==> config.mk <==
export PLATFORM = sky130hd
export DESIGN_NAME = positional_array_list_unit
export DESIGN_NICKNAME = d
export VERILOG_FILES = /design/src/hdl/pal_pkg.sv /design/src/hdl/pal_ctrl.sv /design/src/hdl/pal_datapath.sv /design/src/hdl/positional_array_list_unit.sv
export SDC_FILE = /design/constraint.sdc
export NUM_CORES = 1
export LEC_CHECK = 0
export BUFFER_PORTS_ARGS = -buffer_cell sky130_fd_sc_hd__buf_2
export CORE_MARGIN = 2
export CORE_UTILIZATION = 45
export CTS_BUF_LIST = sky130_fd_sc_hd__clkbuf_4
export CTS_CLUSTER_SIZE = 40
export DETAILED_ROUTE_END_ITERATION = 6
export GPL_ROUTABILITY_DRIVEN = 0
export PLACE_DENSITY = 0.7
export RECOVER_POWER = 100
export SYNTH_ARGS = -nofsm -noshare
export SYNTH_HDL_FRONTEND = slang
export SYNTH_SLANG_ARGS = --single-unit
==> constraint.sdc <==
create_clock -name i_clk -period 7.3 [get_ports i_clk]
set_input_delay 1.095 -clock i_clk [delete_from_list [all_inputs] [get_ports i_clk]]
set_output_delay 1.095 -clock i_clk [all_outputs]
set_load 0.02 [all_outputs]
==> src/hdl/pal_pkg.sv <==
// shared types and constants for the positional array list unit
`timescale 1ns / 1ps

package pal_pkg;

    localparam int DEPTH_DEF = 16;
    localparam int MODE_W    = 2;
    localparam int POS_W     = 5;
    localparam int DATA_W    = 32;
    localparam int STATUS_W  = 3;
    localparam int FPOS_W    = 4;

    typedef enum logic [MODE_W-1:0] {
        MODE_INSERT  = 2'd0,
        MODE_DELETE  = 2'd1,
        MODE_SEARCH  = 2'd2,
        MODE_DISPLAY = 2'd3
    } t_mode;

    typedef enum logic [STATUS_W-1:0] {
        ST_OK       = 3'd0,
        ST_FULL     = 3'd1,
        ST_EMPTY    = 3'd2,
        ST_BADPOS   = 3'd3,
        ST_NOTFOUND = 3'd4
    } t_status;

    typedef enum logic [1:0] {
        S_IDLE,
        S_DECIDE,
        S_SCAN
    } t_state;

    typedef enum logic [1:0] {
        OP_NONE,
        OP_INSERT,
        OP_DELETE
    } t_op;

    // controller to datapath
    typedef struct packed {
        logic    load;
        t_op     op;
        logic    idx_clr;
        logic    idx_inc;
        logic    emit;
        t_status status;
        logic    sel_cell;
        logic    sel_pos_idx;
        logic    last;
    } t_cmd;

    // datapath to controller
    typedef struct packed {
        t_mode mode;
        logic  full;
        logic  empty;
        logic  pos_ok_ins;
        logic  pos_ok_del;
        logic  hit;
        logic  at_end;
    } t_stat;

endpackage

==> src/hdl/pal_ctrl.sv <==
// controller state machine of the positional array list unit
`timescale 1ns / 1ps

module pal_ctrl (
    input  logic          i_clk,
    input  logic          i_rst_n,
    input  logic          i_start,
    input  pal_pkg::t_stat i_stat,
    output pal_pkg::t_cmd  o_cmd,
    output logic          o_busy
);

    pal_pkg::t_state r_state;
    pal_pkg::t_state n_state;

    always_ff @(posedge i_clk) begin
        if (!i_rst_n) begin
            r_state <= pal_pkg::S_IDLE;
        end else begin
            r_state <= n_state;
        end
    end

    always_comb begin
        n_state           = r_state;
        o_cmd             = '0;
        o_cmd.op          = pal_pkg::OP_NONE;
        o_cmd.status      = pal_pkg::ST_OK;
        o_busy            = 1'b1;
        unique case (r_state)
            pal_pkg::S_IDLE: begin
                o_busy = 1'b0;
                if (i_start) begin
                    o_cmd.load = 1'b1;
                    n_state    = pal_pkg::S_DECIDE;
                end
            end
            pal_pkg::S_DECIDE: begin
                unique case (i_stat.mode)
                    pal_pkg::MODE_INSERT: begin
                        o_cmd.emit = 1'b1;
                        o_cmd.last = 1'b1;
                        if (i_stat.full) begin
                            o_cmd.status = pal_pkg::ST_FULL;
                        end else if (!i_stat.pos_ok_ins) begin
                            o_cmd.status = pal_pkg::ST_BADPOS;
                        end else begin
                            o_cmd.op = pal_pkg::OP_INSERT;
                        end
                        n_state = pal_pkg::S_IDLE;
                    end
                    pal_pkg::MODE_DELETE: begin
                        o_cmd.emit = 1'b1;
                        o_cmd.last = 1'b1;
                        if (i_stat.empty) begin
                            o_cmd.status = pal_pkg::ST_EMPTY;
                        end else if (!i_stat.pos_ok_del) begin
                            o_cmd.status = pal_pkg::ST_BADPOS;
                        end else begin
                            // removed value is read before the shift lands
                            o_cmd.op       = pal_pkg::OP_DELETE;
                            o_cmd.sel_cell = 1'b1;
                        end
                        n_state = pal_pkg::S_IDLE;
                    end
                    pal_pkg::MODE_SEARCH, pal_pkg::MODE_DISPLAY: begin
                        if (i_stat.empty) begin
                            o_cmd.emit   = 1'b1;
                            o_cmd.last   = 1'b1;
                            o_cmd.status = pal_pkg::ST_EMPTY;
                            n_state      = pal_pkg::S_IDLE;
                        end else begin
                            o_cmd.idx_clr = 1'b1;
                            n_state       = pal_pkg::S_SCAN;
                        end
                    end
                    default: n_state = pal_pkg::S_IDLE;
                endcase
            end
            pal_pkg::S_SCAN: begin
                if (i_stat.mode == pal_pkg::MODE_SEARCH) begin
                    if (i_stat.hit) begin
                        o_cmd.emit        = 1'b1;
                        o_cmd.last        = 1'b1;
                        o_cmd.sel_cell    = 1'b1;
                        o_cmd.sel_pos_idx = 1'b1;
                        n_state           = pal_pkg::S_IDLE;
                    end else if (i_stat.at_end) begin
                        o_cmd.emit   = 1'b1;
                        o_cmd.last   = 1'b1;
                        o_cmd.status = pal_pkg::ST_NOTFOUND;
                        n_state      = pal_pkg::S_IDLE;
                    end else begin
                        o_cmd.idx_inc = 1'b1;
                    end
                end else begin
                    // display: one transfer per entry
                    o_cmd.emit        = 1'b1;
                    o_cmd.sel_cell    = 1'b1;
                    o_cmd.sel_pos_idx = 1'b1;
                    o_cmd.last        = i_stat.at_end;
                    if (i_stat.at_end) begin
                        n_state = pal_pkg::S_IDLE;
                    end else begin
                        o_cmd.idx_inc = 1'b1;
                    end
                end
            end
            default: n_state = pal_pkg::S_IDLE;
        endcase
    end

endmodule

==> src/hdl/pal_datapath.sv <==
// datapath of the positional array list unit: cells, count, scan index, result register
`timescale 1ns / 1ps

module pal_datapath #(
    parameter int DEPTH = pal_pkg::DEPTH_DEF
) (
    input  logic                               i_clk,
    input  logic                               i_rst_n,
    input  logic [pal_pkg::MODE_W-1:0]         i_mode,
    input  logic [pal_pkg::POS_W-1:0]          i_position,
    input  logic signed [pal_pkg::DATA_W-1:0]  i_value,
    input  pal_pkg::t_cmd                      i_cmd,
    output pal_pkg::t_stat                     o_stat,
    output logic                               o_strobe,
    output logic [pal_pkg::STATUS_W-1:0]       o_status,
    output logic [pal_pkg::FPOS_W-1:0]         o_found_position,
    output logic signed [pal_pkg::DATA_W-1:0]  o_data_out,
    output logic                               o_last
);

    localparam int CNT_W = $clog2(DEPTH + 1);
    localparam int IDX_W = $clog2(DEPTH);
    localparam int CMP_W = (CNT_W > pal_pkg::POS_W) ? CNT_W : pal_pkg::POS_W;

    logic [pal_pkg::DATA_W-1:0]   r_cells [DEPTH];
    logic [CNT_W-1:0]             r_count;
    logic [IDX_W-1:0]             r_idx;
    logic [pal_pkg::POS_W-1:0]    r_pos;
    logic [pal_pkg::DATA_W-1:0]   r_value;
    pal_pkg::t_mode               r_mode;

    logic                         r_strobe;
    logic [pal_pkg::STATUS_W-1:0] r_status;
    logic [pal_pkg::FPOS_W-1:0]   r_fpos;
    logic [pal_pkg::DATA_W-1:0]   r_data;
    logic                         r_last;

    logic [pal_pkg::DATA_W-1:0]   cell_rd;
    logic [IDX_W+pal_pkg::FPOS_W-1:0] idx_ext;

    assign cell_rd = r_cells[r_idx];
    assign idx_ext = {{pal_pkg::FPOS_W{1'b0}}, r_idx};

    assign o_stat.mode       = r_mode;
    assign o_stat.full       = (r_count == CNT_W'(DEPTH));
    assign o_stat.empty      = (r_count == '0);
    assign o_stat.pos_ok_ins = (CMP_W'(r_pos) <= CMP_W'(r_count));
    assign o_stat.pos_ok_del = (CMP_W'(r_pos) <  CMP_W'(r_count));
    assign o_stat.hit        = (cell_rd == r_value);
    assign o_stat.at_end     = ((CNT_W'(r_idx) + CNT_W'(1)) == r_count);

    // request registers and scan index
    always_ff @(posedge i_clk) begin
        if (i_cmd.load) begin
            r_mode  <= pal_pkg::t_mode'(i_mode);
            r_pos   <= i_position;
            r_value <= i_value;
            // delete reads its entry at the requested position
            r_idx   <= IDX_W'(i_position);
        end else if (i_cmd.idx_clr) begin
            r_idx <= '0;
        end else if (i_cmd.idx_inc) begin
            r_idx <= r_idx + IDX_W'(1);
        end
    end

    always_ff @(posedge i_clk) begin
        if (!i_rst_n) begin
            r_count <= '0;
        end else if (i_cmd.op == pal_pkg::OP_INSERT) begin
            r_count <= r_count + CNT_W'(1);
        end else if (i_cmd.op == pal_pkg::OP_DELETE) begin
            r_count <= r_count - CNT_W'(1);
        end
    end

    // cells above the index (insert) or at and above it (delete) shift from their neighbor at once
    always_ff @(posedge i_clk) begin
        for (int i = 0; i < DEPTH; i++) begin
            if (i_cmd.op == pal_pkg::OP_INSERT) begin
                if (IDX_W'(i) == r_idx) begin
                    r_cells[i] <= r_value;
                end else if ((i > 0) && (IDX_W'(i) > r_idx)) begin
                    r_cells[i] <= r_cells[(i > 0) ? i - 1 : 0];
                end
            end else if (i_cmd.op == pal_pkg::OP_DELETE) begin
                if ((i < DEPTH - 1) && (IDX_W'(i) >= r_idx)) begin
                    r_cells[i] <= r_cells[(i < DEPTH - 1) ? i + 1 : i];
                end
            end
        end
    end

    always_ff @(posedge i_clk) begin
        if (!i_rst_n) begin
            r_strobe <= 1'b0;
        end else begin
            r_strobe <= i_cmd.emit;
        end
    end

    always_ff @(posedge i_clk) begin
        if (i_cmd.emit) begin
            r_status <= i_cmd.status;
            r_fpos   <= i_cmd.sel_pos_idx ? idx_ext[pal_pkg::FPOS_W-1:0] : '0;
            r_data   <= i_cmd.sel_cell ? cell_rd : '0;
            r_last   <= i_cmd.last;
        end
    end

    assign o_strobe         = r_strobe;
    assign o_status         = r_status;
    assign o_found_position = r_fpos;
    assign o_data_out       = r_data;
    assign o_last           = r_last;

endmodule

==> src/hdl/positional_array_list_unit.sv <==
// top level of the positional array list unit
// insert and delete give one registered transfer from the decide state; a new request is taken only back in idle
// search scans one entry a cycle through the shared read mux, up to count entries
// display streams count transfers on back-to-back cycles after the decide state
// empty-list and refused requests answer with a single transfer from the decide state; results cannot be stalled
// synchronous reset empties the list; entry contents stay undefined until written
`timescale 1ns / 1ps

module positional_array_list_unit #(
    parameter int DEPTH = pal_pkg::DEPTH_DEF
) (
    input  logic                               i_clk,
    input  logic                               i_rst_n,
    input  logic                               i_start,
    input  logic [pal_pkg::MODE_W-1:0]         i_mode,
    input  logic [pal_pkg::POS_W-1:0]          i_position,
    input  logic signed [pal_pkg::DATA_W-1:0]  i_value,
    output logic                               o_busy,
    output logic                               o_strobe,
    output logic [pal_pkg::STATUS_W-1:0]       o_status,
    output logic [pal_pkg::FPOS_W-1:0]         o_found_position,
    output logic signed [pal_pkg::DATA_W-1:0]  o_data_out,
    output logic                               o_last
);

    pal_pkg::t_cmd  cmd;
    pal_pkg::t_stat stat;

    pal_ctrl u_ctrl (
        .i_clk   (i_clk),
        .i_rst_n (i_rst_n),
        .i_start (i_start),
        .i_stat  (stat),
        .o_cmd   (cmd),
        .o_busy  (o_busy)
    );

    pal_datapath #(
        .DEPTH (DEPTH)
    ) u_datapath (
        .i_clk            (i_clk),
        .i_rst_n          (i_rst_n),
        .i_mode           (i_mode),
        .i_position       (i_position),
        .i_value          (i_value),
        .i_cmd            (cmd),
        .o_stat           (stat),
        .o_strobe         (o_strobe),
        .o_status         (o_status),
        .o_found_position (o_found_position),
        .o_data_out       (o_data_out),
        .o_last           (o_last)
    );

endmodule

### Word-level counts from Yosys, hierarchy flattened

Memory sizes are Yosys's and may differ from the RTL's. A register that Yosys moved wholly into a read port is not among the register bits.
Cells that the tools add are included.

| word-level totals | value |
|---|---|
| register bits | 91 |
| latch bits | 0 |
| memory bits (writable) | 512 |
| ROM bits | 0 |
| input port bits | 42 |
| output and inout port bits | 42 |
| word-level logic and storage cells | 360 |
| memories kept | 1 |

Memories:

| memory | depth | width | read ports | clocked after memory_dff | wr ports | RTL line | RTL |
|---|---|---|---|---|---|---|---|
| u_datapath.r_cells | 16 | 32 | 17 | 1 | 16 | pal_datapath.sv:25 | `logic [pal_pkg::DATA_W-1:0] r_cells [DEPTH];` |

| cells by class | value |
|---|---|
| add/subtract/negate cells | 4 |
| multiply operators | 0 |
| divide/modulo/power cells | 0 |
| order comparisons | 32 |
| eq/ne operators | 26 |
| shift operators | 0 |
| mux-type cells | 248 |
| bitwise operators | 30 |
| reductions and logical operators | 8 |

Operators by type and width:

| operator | count |
|---|---|
| $mux W32 | 30 |
| $mux W1 | 185 |
| $eq A32 B32 Y1 | 1 |
| $eq A4 B4 Y1 const A | 8 |
| $gt A4 B4 Y1 const A | 8 |
| $or A1 B1 Y1 | 30 |
| $ge A4 B4 Y1 const A | 7 |
| $mux W2 | 12 |
| $mux W4 | 6 |
| $mux W3 | 6 |
| $eq A3 B4 Y1 const A | 4 |
| $ge A3 B4 Y1 const A | 4 |
| $gt A3 B4 Y1 const A | 4 |
| $pmux W4 S3 | 1 |
| $mux W5 | 2 |
| $pmux W5 S2 | 1 |
| $eq A2 B2 Y1 const B | 4 |
| $eq A2 B4 Y1 const A | 2 |
| $ge A1 B4 Y1 const A | 2 |
| $ge A2 B4 Y1 const A | 2 |
| $gt A2 B4 Y1 const A | 2 |
| $pmux W2 S2 | 2 |
| $eq A2 B1 Y1 const B | 3 |
| $pmux W2 S3 | 1 |
| other kinds (18) | 21 |

### Longest topological paths before layout

Gate-level depths: netlist (run 1).

| logic depth | value |
|---|---|
| depth in word-level cells | 10 |
| depth in mapped cells | 22 |
| gate-level depth less buffers | 19 |

### By module

A second synthesis (run 1) with hierarchy kept.

| second synthesis, totals | value |
|---|---|
| cell total of the unflattened synthesis | 3023 |
| area, all modules | 34416.8 sq um |

By module, submodules not included:

| module | instances | cells an instance | area an instance (sq um) | seq. area each (sq um) |
|---|---|---|---|---|
| pal_datapath | 1 | 2977 | 34082.7 | 18067.3 |
| pal_ctrl | 1 | 46 | 334.1 | 40.0 |

### Worst setup path after synthesis (run 1)

No wires, ideal clock.

| timing | value |
|---|---|
| kind | reg-to-reg |
| start | reg u_datapath.r_count[1] |
| end | mem u_datapath.r_cells[1][0] in the netlist's numbering, enable pin |
| library setup time | 461 ps |
| data arrival time | 5958 ps |
| required time | 6839 ps |
| slack | 881 ps |
| stages on the path, launching flop included | 18 |
| buffers on the path | 2 |
| period minus slack after synthesis | 6419 ps |
| cells stage by stage | dfxtp_1 -> inv_1 -> ha_1 -> nor2b_1 -> o21a_1 -> o21a_1 -> o21ai_0 -> nand2b_1 -> a211o_1 -> a21oi_1 -> nand2_1 -> inv_1 -> ha_1 -> clkbuf_1 -> nor2_1 -> or2_2 -> clkbuf_1 -> nor3_1 |

RTL lines:

| item | RTL line | RTL |
|---|---|---|
| start: declaration | pal_datapath.sv:26 | `logic [CNT_W-1:0] r_count;` |
| start signal: assignment | pal_datapath.sv:71 | `r_count <= r_count + CNT_W'(1);` |
| start signal: assignment | pal_datapath.sv:73 | `r_count <= r_count - CNT_W'(1);` |
| end: declaration | pal_datapath.sv:25 |  |

==> results.md, run 1 <==
| Parameter | Value |
|---|---|
| Run status | complete, but fails checks |
| Violated checks | design-rule violations, max-capacitance violations, max-slew violations |
| Maximum root-to-sink buffer count | 3 |
| Count of flip-flops with a built-in enable after synthesis | 595 |
| Detailed Route WL | 120000 um |
| Synthesized cell area | 34400 sq um |
| Count of warnings emitted by yosys | 0 |
| Core area | 75800 sq um |
| Register bit count reported by yosys | 607 |
| Area occupied by multi-input gates | 15100 sq um |
| Crit-path max FO | 32 |
| Drt first pass iters | 7 |
| Cells along the critical path | inv_1 > ha_1 > nor2b_1 > o21a_1 > o21a_1 > o21ai_0 > nand2b_1 > a211o_1 > a21oi_1 > nand2_1 > inv_1 > ha_1 > nor2_1 > nor2_4 > clkbuf_1 |
| Count of boundary I/O pins | 84 |
| Share of final-layout standard cells stronger than drive strength 1 | 17.8% |
| TritonCTS clock tree | yes |
| Count of buffers added by post-CTS timing repair for setup | 0 |
| Worst Path Buf+Inv | 3 |
| Net count of the finished layout | 3055 |
| Power per cell area | 240 nW/um^2 |
| Inserted Clock Buffers | 167 |
| Final setup violation count | 0 |
| Critical path startpoint category | flip-flop |
| Type of destination of the critical path | flip-flop |
| Net switching power figure | 0.00274 W |
| Average wire length per cell after detail routing | 29.5 um |
| Post-synthesis area per instance | 11.7 sq um |
| Final hold violations | 0 |
| Cell chosen for the clock root | sky130_fd_sc_hd__clkbuf_4 |
| Largest net degree at the start of global routing | 66 |
| Detailed-route DRC error count | 1 |
| GRT Overall Usage | 30.2% |
| Total power | 0.00898 W |
| Port buffer count | 83 |
| Wire length of the first global-routing pass | 174000 um |
| Clock Latency Late Sink | 1080 ps |
| Clock net sink count | 607 |
| Transition time of the tightest slew-check pin | 3330 ps |
| Area growth from synthesis to layout | 8.67% |
| FF+latch area | 18100 sq um |
| Synthesized Nets | 2993 |
| Count of hold-fix buffers inserted at cts | 0 |
| Via count of the first global-routing pass | 26400 |
| Post-Route Setup TNS | 0 ps |
| DP Wirelength | 72000 um |
| Sequential cell area fraction in the yosys report | 52.6% |
| Peak ir drop on the vdd network | 151 uV |
| Critical path's top delay family | buffers and inverters |
| Number of nets with antenna violations after detailed routing | 0 |
| Portion of total power attributed to sequential cells | 46.6% |
| Fill cell count | 6700 |
| Cell variety after synth | 68 |
| Async S/R FF share, synth | 0% |
| Flip-flop cell with the highest count after synthesis | sky130_fd_sc_hd__edfxtp_1 |
| Overall via count from detail_route | 26700 |
| Shortest period the worst path allows | 6470 ps |
| Max-cap viol count | 25 |
| Worst Setup Path Type | reg -> reg |
| Commonest cells after routing, fill and taps aside | sky130_fd_sc_hd__edfxtp_1, sky130_fd_sc_hd__mux2i_1, sky130_fd_sc_hd__nand2_1, sky130_fd_sc_hd__nor2_1, sky130_fd_sc_hd__o21ai_0 |
| Post-Place Worst Slack | 1560 ps |
| DR vias/cell | 6.55 |
| Unrepaired setup endpoints after global routing | no |
| Number of standard-cell rows in the floorplan | 101 |
| Initial core utilization | 45.4% |
| Highest attainable clock frequency | 0.155 GHz |
| Worst min-delay path category | in -> reg |
| Number of levels in the clock H-tree | 4 |
| Initial DRC Count | 4186 |
| Leakage component of the power | 13.9 nW |
| Floorplan die width | 281 um |
| CP max stage delay | 2370 ps |
| Post-cts gate resize count | 0 |
| Worst Path Arrival | 7030 ps |
| Initial antenna violation count | 6 |
| Critical Path Slowest Stage Cell | sky130_fd_sc_hd__clkbuf_1 |
| Share of the clock period used by the worst path after layout | 88.6% |
| Switching share of power | 30.5% |
| Internal power consumption | 0.00624 W |
| Global-route congestion overflow total | 0 |
| Chip Height | 281 um |
| Commonest non-fill, non-tap cell in the layout | sky130_fd_sc_hd__edfxtp_1 |
| Worst rel slew slack | -122% |
| Final slew viol count | 716 |
| Post-synthesis instance total | 2932 |
| Worst-path clk slew | 70 ps |
| Die area | 78700 sq um |
| Power share of the clock group | 34.3% |
| Combinational group share of total power | 19.1% |
| Setup slack of the critical path after layout | 833 ps |
| Critical path required time | 7860 ps |
| Final Skew | 61.1 ps |
power by group through the flow:
stage               logic [W]  registers (W)  clock network, W
floorplan             0.00134        0.00408                 0
detailed placement    0.00170        0.00424                 0
global placement      0.00166        0.00424                 0
global route          0.00181        0.00419           0.00329
finish                0.00172        0.00418           0.00308
CTS                   0.00170        0.00417           0.00310
routing by layer:
layer,vias up,wire length (um),global-route usage (%)
li1,11100,-,-
met1,13000,43500,37.7
met2,2111,54200,46.3
met3,510,15000,8.82
met4,0,7620,18.9
met5,-,0,0
cell families after synthesis:
group           synth area share, %
compound gates                 9.47
buf+inv                        3.83
fa+ha+maj                     0.712
xor+xnor                       1.32
simple gates                   8.35
mux                            23.7
flops                          52.6
final timing paths:
path / start / end / slack, ps / cells after the start
setup / recovery: u_datapath.r_count[1]$_SDFFE_PN0P_ / u_datapath.r_cells[11][14]$_DFFE_PP_ / 830 / 15
hold / removal: i_value[1] / u_datapath.r_value[1]$_DFFE_PP_ / 180 / 1
setup reg to reg: u_datapath.r_count[1]$_SDFFE_PN0P_ / u_datapath.r_cells[11][14]$_DFFE_PP_ / 830 / 15
hold reg to reg: u_datapath.r_cells[7][15]$_DFFE_PP_ / u_datapath.r_cells[8][15]$_DFFE_PP_ / 570 / 2
final cells by class:
cell class	count	area share (%)
timing repair buffer	158	2.23
tap	978	3.27
antenna	9	0.0602
inverter	23	0.231
sequential	607	48.4
clock buffer	226	4.53
clock inverter	42	0.766
multi-input combinational	2037	40.5
cells in the mapped netlist, types with 7 or more instances:
master                     count  area, sq um
sky130_fd_sc_hd__a21oi_1     218         1090
sky130_fd_sc_hd__a22oi_1      57          428
sky130_fd_sc_hd__a31oi_1       7         43.8
sky130_fd_sc_hd__and2_1       14         87.6
sky130_fd_sc_hd__and3_1       10         62.6
sky130_fd_sc_hd__buf_1        54          203
sky130_fd_sc_hd__buf_2        14         70.1
sky130_fd_sc_hd__buf_4        18          135
sky130_fd_sc_hd__buf_6        18          203
sky130_fd_sc_hd__clkbuf_1    159          597
sky130_fd_sc_hd__dfxtp_1      12          240
sky130_fd_sc_hd__edfxtp_1    595        17900
sky130_fd_sc_hd__ha_1         18          225
sky130_fd_sc_hd__inv_1        21         78.8
sky130_fd_sc_hd__mux2_2       78          878
sky130_fd_sc_hd__mux2i_1     508         5080
sky130_fd_sc_hd__mux4_2       95         2140
sky130_fd_sc_hd__nand2_1     347         1300
sky130_fd_sc_hd__nand3_1      17         85.1
sky130_fd_sc_hd__nor2_1      256          961
sky130_fd_sc_hd__nor2b_1      19          119
sky130_fd_sc_hd__nor3_1       11         55.1
sky130_fd_sc_hd__o21ai_0     245         1230
sky130_fd_sc_hd__xnor2_1      21          184
sky130_fd_sc_hd__xor2_1       31          272
flip-flops by register name, summed over array words and instances, names as in the netlist, 3 cells and up, named ones only:
name and count:
u_datapath.r_cells 512, u_datapath.o_data_out 32, u_datapath.r_idx 4, u_datapath.r_pos 5, u_datapath.r_count 5, u_datapath.o_status 3, u_datapath.r_value 32, u_datapath.o_found_position 4
per-stage QoR:
step / cell area (sq um) / util, % / hold WS, ps / cells
4_1_cts: 37700 / 49.7 / 129 / 4071
3_5_place_dp: 35700 / 47.1 / 561 / 3803
6_report: 37400 / 49.3 / 184 / 4080
3_3_place_gp: 35700 / 47.1 / 538 / 3803
5_1_grt: 37400 / 49.3 / 143 / 4077
2_1_floorplan: 34400 / - / 503 / 2932
worst register-to-register path: cells and delay by family (launching register included):
family	cells	cell delay, ps
adder cells (fa/ha/maj)	2	1020
AND/OR/NAND/NOR	5	1000
flip-flops	1	440
buffers and inverters	3	2560
AO/OA/AOI/OAI	5	940
(Power assumes the default switching activity.)
==> run 2: changes to the inputs <==
--- a/config.mk
+++ b/config.mk
@@ -6,6 +6,8 @@
 export NUM_CORES = 1
 export LEC_CHECK = 0
 export BUFFER_PORTS_ARGS = -buffer_cell sky130_fd_sc_hd__buf_2
+export CAP_MARGIN = 20
+export CORE_ASPECT_RATIO = 1.2
 export CORE_MARGIN = 2
 export CORE_UTILIZATION = 45
 export CTS_BUF_LIST = sky130_fd_sc_hd__clkbuf_4
@@ -13,7 +15,6 @@
 export DETAILED_ROUTE_END_ITERATION = 6
 export GPL_ROUTABILITY_DRIVEN = 0
 export PLACE_DENSITY = 0.7
-export RECOVER_POWER = 100
 export SYNTH_ARGS = -nofsm -noshare
 export SYNTH_HDL_FRONTEND = slang
 export SYNTH_SLANG_ARGS = --single-unit
==> run 2 against run 1 <==
  * The flow finishes with violations (design-rule violations)
  * Power down 0.50%
  * Critical path depth down 4
  * Sequential power about the same
  * Flip-flop and latch count unchanged
  * Worst hold slack better by 13 ps
  * Maximum frequency up 9.3%
  * Wire length up 0.71%
  * Clock power down 3%
  * Critical path type unchanged
  * Largest cell class unchanged
  * Highest routed layer unchanged
==> results.md, run 2 (synthesized netlist as in run 1, its figures left out) <==
| Parameter | Value |
|---|---|
| Number of standard-cell rows in the floorplan | 111 |
| Count of boundary I/O pins | 84 |
| Share of final-layout standard cells stronger than drive strength 1 | 21.0% |
| TritonCTS clock tree | yes |
| Shortest period the worst path allows | 5920 ps |
| CP max stage delay | 930 ps |
| Unrepaired setup endpoints after global routing | no |
| Core area | 76100 sq um |
| Worst Setup Path Type | reg -> reg |
| Detailed-route DRC error count | 1 |
| Via count of the first global-routing pass | 26400 |
| Worst-path clk slew | 60 ps |
| Critical Path Slowest Stage Cell | sky130_fd_sc_hd__dfxtp_4 |
| Maximum root-to-sink buffer count | 3 |
| Floorplan die width | 257 um |
| Final setup violation count | 0 |
| Clock net sink count | 607 |
| Critical path's top delay family | compound AO/OA/AOI/OAI gates |
| Final Skew | 109 ps |
| DP Wirelength | 71400 um |
| Die area | 78700 sq um |
| Highest attainable clock frequency | 0.169 GHz |
| Commonest cells after routing, fill and taps aside | sky130_fd_sc_hd__edfxtp_1, sky130_fd_sc_hd__mux2i_1, sky130_fd_sc_hd__nand2_1, sky130_fd_sc_hd__o21ai_0, sky130_fd_sc_hd__nor2_1 |
| Drt first pass iters | 7 |
| Inserted Clock Buffers | 158 |
| Cell chosen for the clock root | sky130_fd_sc_hd__clkbuf_4 |
| Run status | complete, but fails checks |
| Initial antenna violation count | 3 |
| Count of hold-fix buffers inserted at cts | 0 |
| Critical Path Most Common Cell | sky130_fd_sc_hd__buf_4 |
| Worst rel slew slack | 19.0% |
| Crit-path max FO | 42 |
| Share of the clock period used by the worst path after layout | 81.1% |
| GRT Overall Usage | 30.2% |
| Final slew viol count | 0 |
| Count of buffers added by post-CTS timing repair for setup | 0 |
| Average wire length per cell after detail routing | 29.5 um |
| Initial core utilization | 45.2% |
| Power per cell area | 236 nW/um^2 |
| Worst Path Arrival | 6640 ps |
| Port buffer count | 83 |
| Net count of the finished layout | 3050 |
| Largest register FFs | 512 |
| Total power | 0.00893 W |
| Fill cell count | 6733 |
| Area growth from synthesis to layout | 9.76% |
| Chip Height | 307 um |
| Origin of the worst min-delay path | i_value[27] |
| Critical path required time | 8020 ps |
| DR vias/cell | 6.55 |
| Max-cap viol count | 0 |
| Post-Route Setup TNS | 0 ps |
| Worst Path Buf+Inv | 2 |
| Post-cts gate resize count | 0 |
| Wire length of the first global-routing pass | 174000 um |
| Leakage component of the power | 14.2 nW |
| Final hold violations | 0 |
| Number of levels in the clock H-tree | 4 |
| Number of nets with antenna violations after detailed routing | 0 |
| Detailed Route WL | 121000 um |
| Count of placed standard cells including taps | 3845 |
| Peak ir drop on the vdd network | 151 uV |
| Global-route congestion overflow total | 0 |
| Cells along the critical path | buf_4 > nor2_2 > a22o_1 > a211oi_1 > xnor2_1 > o2111ai_1 > or3_1 > or4_4 > o21ai_4 > a2bb2oi_4 > buf_4 |
| Post-Layout Cell Count | 4108 |
| Transition time of the tightest slew-check pin | 1210 ps |
| Largest reg by FF count | u_datapath.r_cells |
| Worst min-delay path category | in -> reg |
| Commonest non-fill, non-tap cell in the layout | sky130_fd_sc_hd__edfxtp_1 |
| Violated checks | design-rule violations |
| Overall via count from detail_route | 26900 |
| Initial DRC Count | 3883 |
| Largest net degree at the start of global routing | 66 |
| Clock Latency Late Sink | 1110 ps |
| Type of destination of the critical path | flip-flop |
| Critical path startpoint category | flip-flop |
run 2: power breakdown:
group	switching [W]	internal (W)
Combinational	0.00102	0.000735
Sequential	0.000234	0.00396
Clock	0.00148	0.00150
Total	0.00274	0.00619
run 2: metal layers:
| metal | GRT usage, % | share of wire, % | wire, um |
|---|---|---|---|
| met1 | 37.0 | 35 | 42100 |
| met4 | 18.6 | 6.6 | 8020 |
| met5 | 0 | 0 | 0 |
| met3 | 8.18 | 13 | 15700 |
| met2 | 47.5 | 46 | 55400 |
run 2: cell type report:
| class | instances | area, sq um | area share (%) |
|---|---|---|---|
| flip-flops and latches | 607 | 18100 | 48.0 |
| multi-input cells | 2037 | 15300 | 40.5 |
| clock buffers | 231 | 1730 | 4.59 |
| well taps | 1017 | 1270 | 3.37 |
| repair buffers | 162 | 1080 | 2.85 |
| clock inverters | 27 | 173 | 0.457 |
| inverters | 23 | 86.3 | 0.228 |
| diodes | 4 | 10.0 | 0.0265 |
run 2: per-stage QoR:
step | worst slack [ps] | cell area, sq um | hold slack (ps) | utilization, %
floorplan | 881 | 34400 | 503 | -
global placement | 1750 | 35800 | 552 | 47.1
detailed placement | 1650 | 35800 | 575 | 47.1
CTS | 1630 | 37800 | 133 | 49.6
global route | 1340 | 37800 | 155 | 49.7
finish | 1380 | 37800 | 197 | 49.7
run 2: path summary, 6_finish.rpt:
| check | slack, ps | end | cells after the start |
|---|---|---|---|
| max reg2reg | 1380 | u_datapath.o_status[1]$_DFFE_PP_ | 11 |
| min reg2reg | 560 | u_datapath.r_cells[0][3]$_DFFE_PP_ | 1 |
| max | 1380 | u_datapath.o_status[1]$_DFFE_PP_ | 11 |
| min | 200 | u_datapath.r_value[27]$_DFFE_PP_ | 1 |
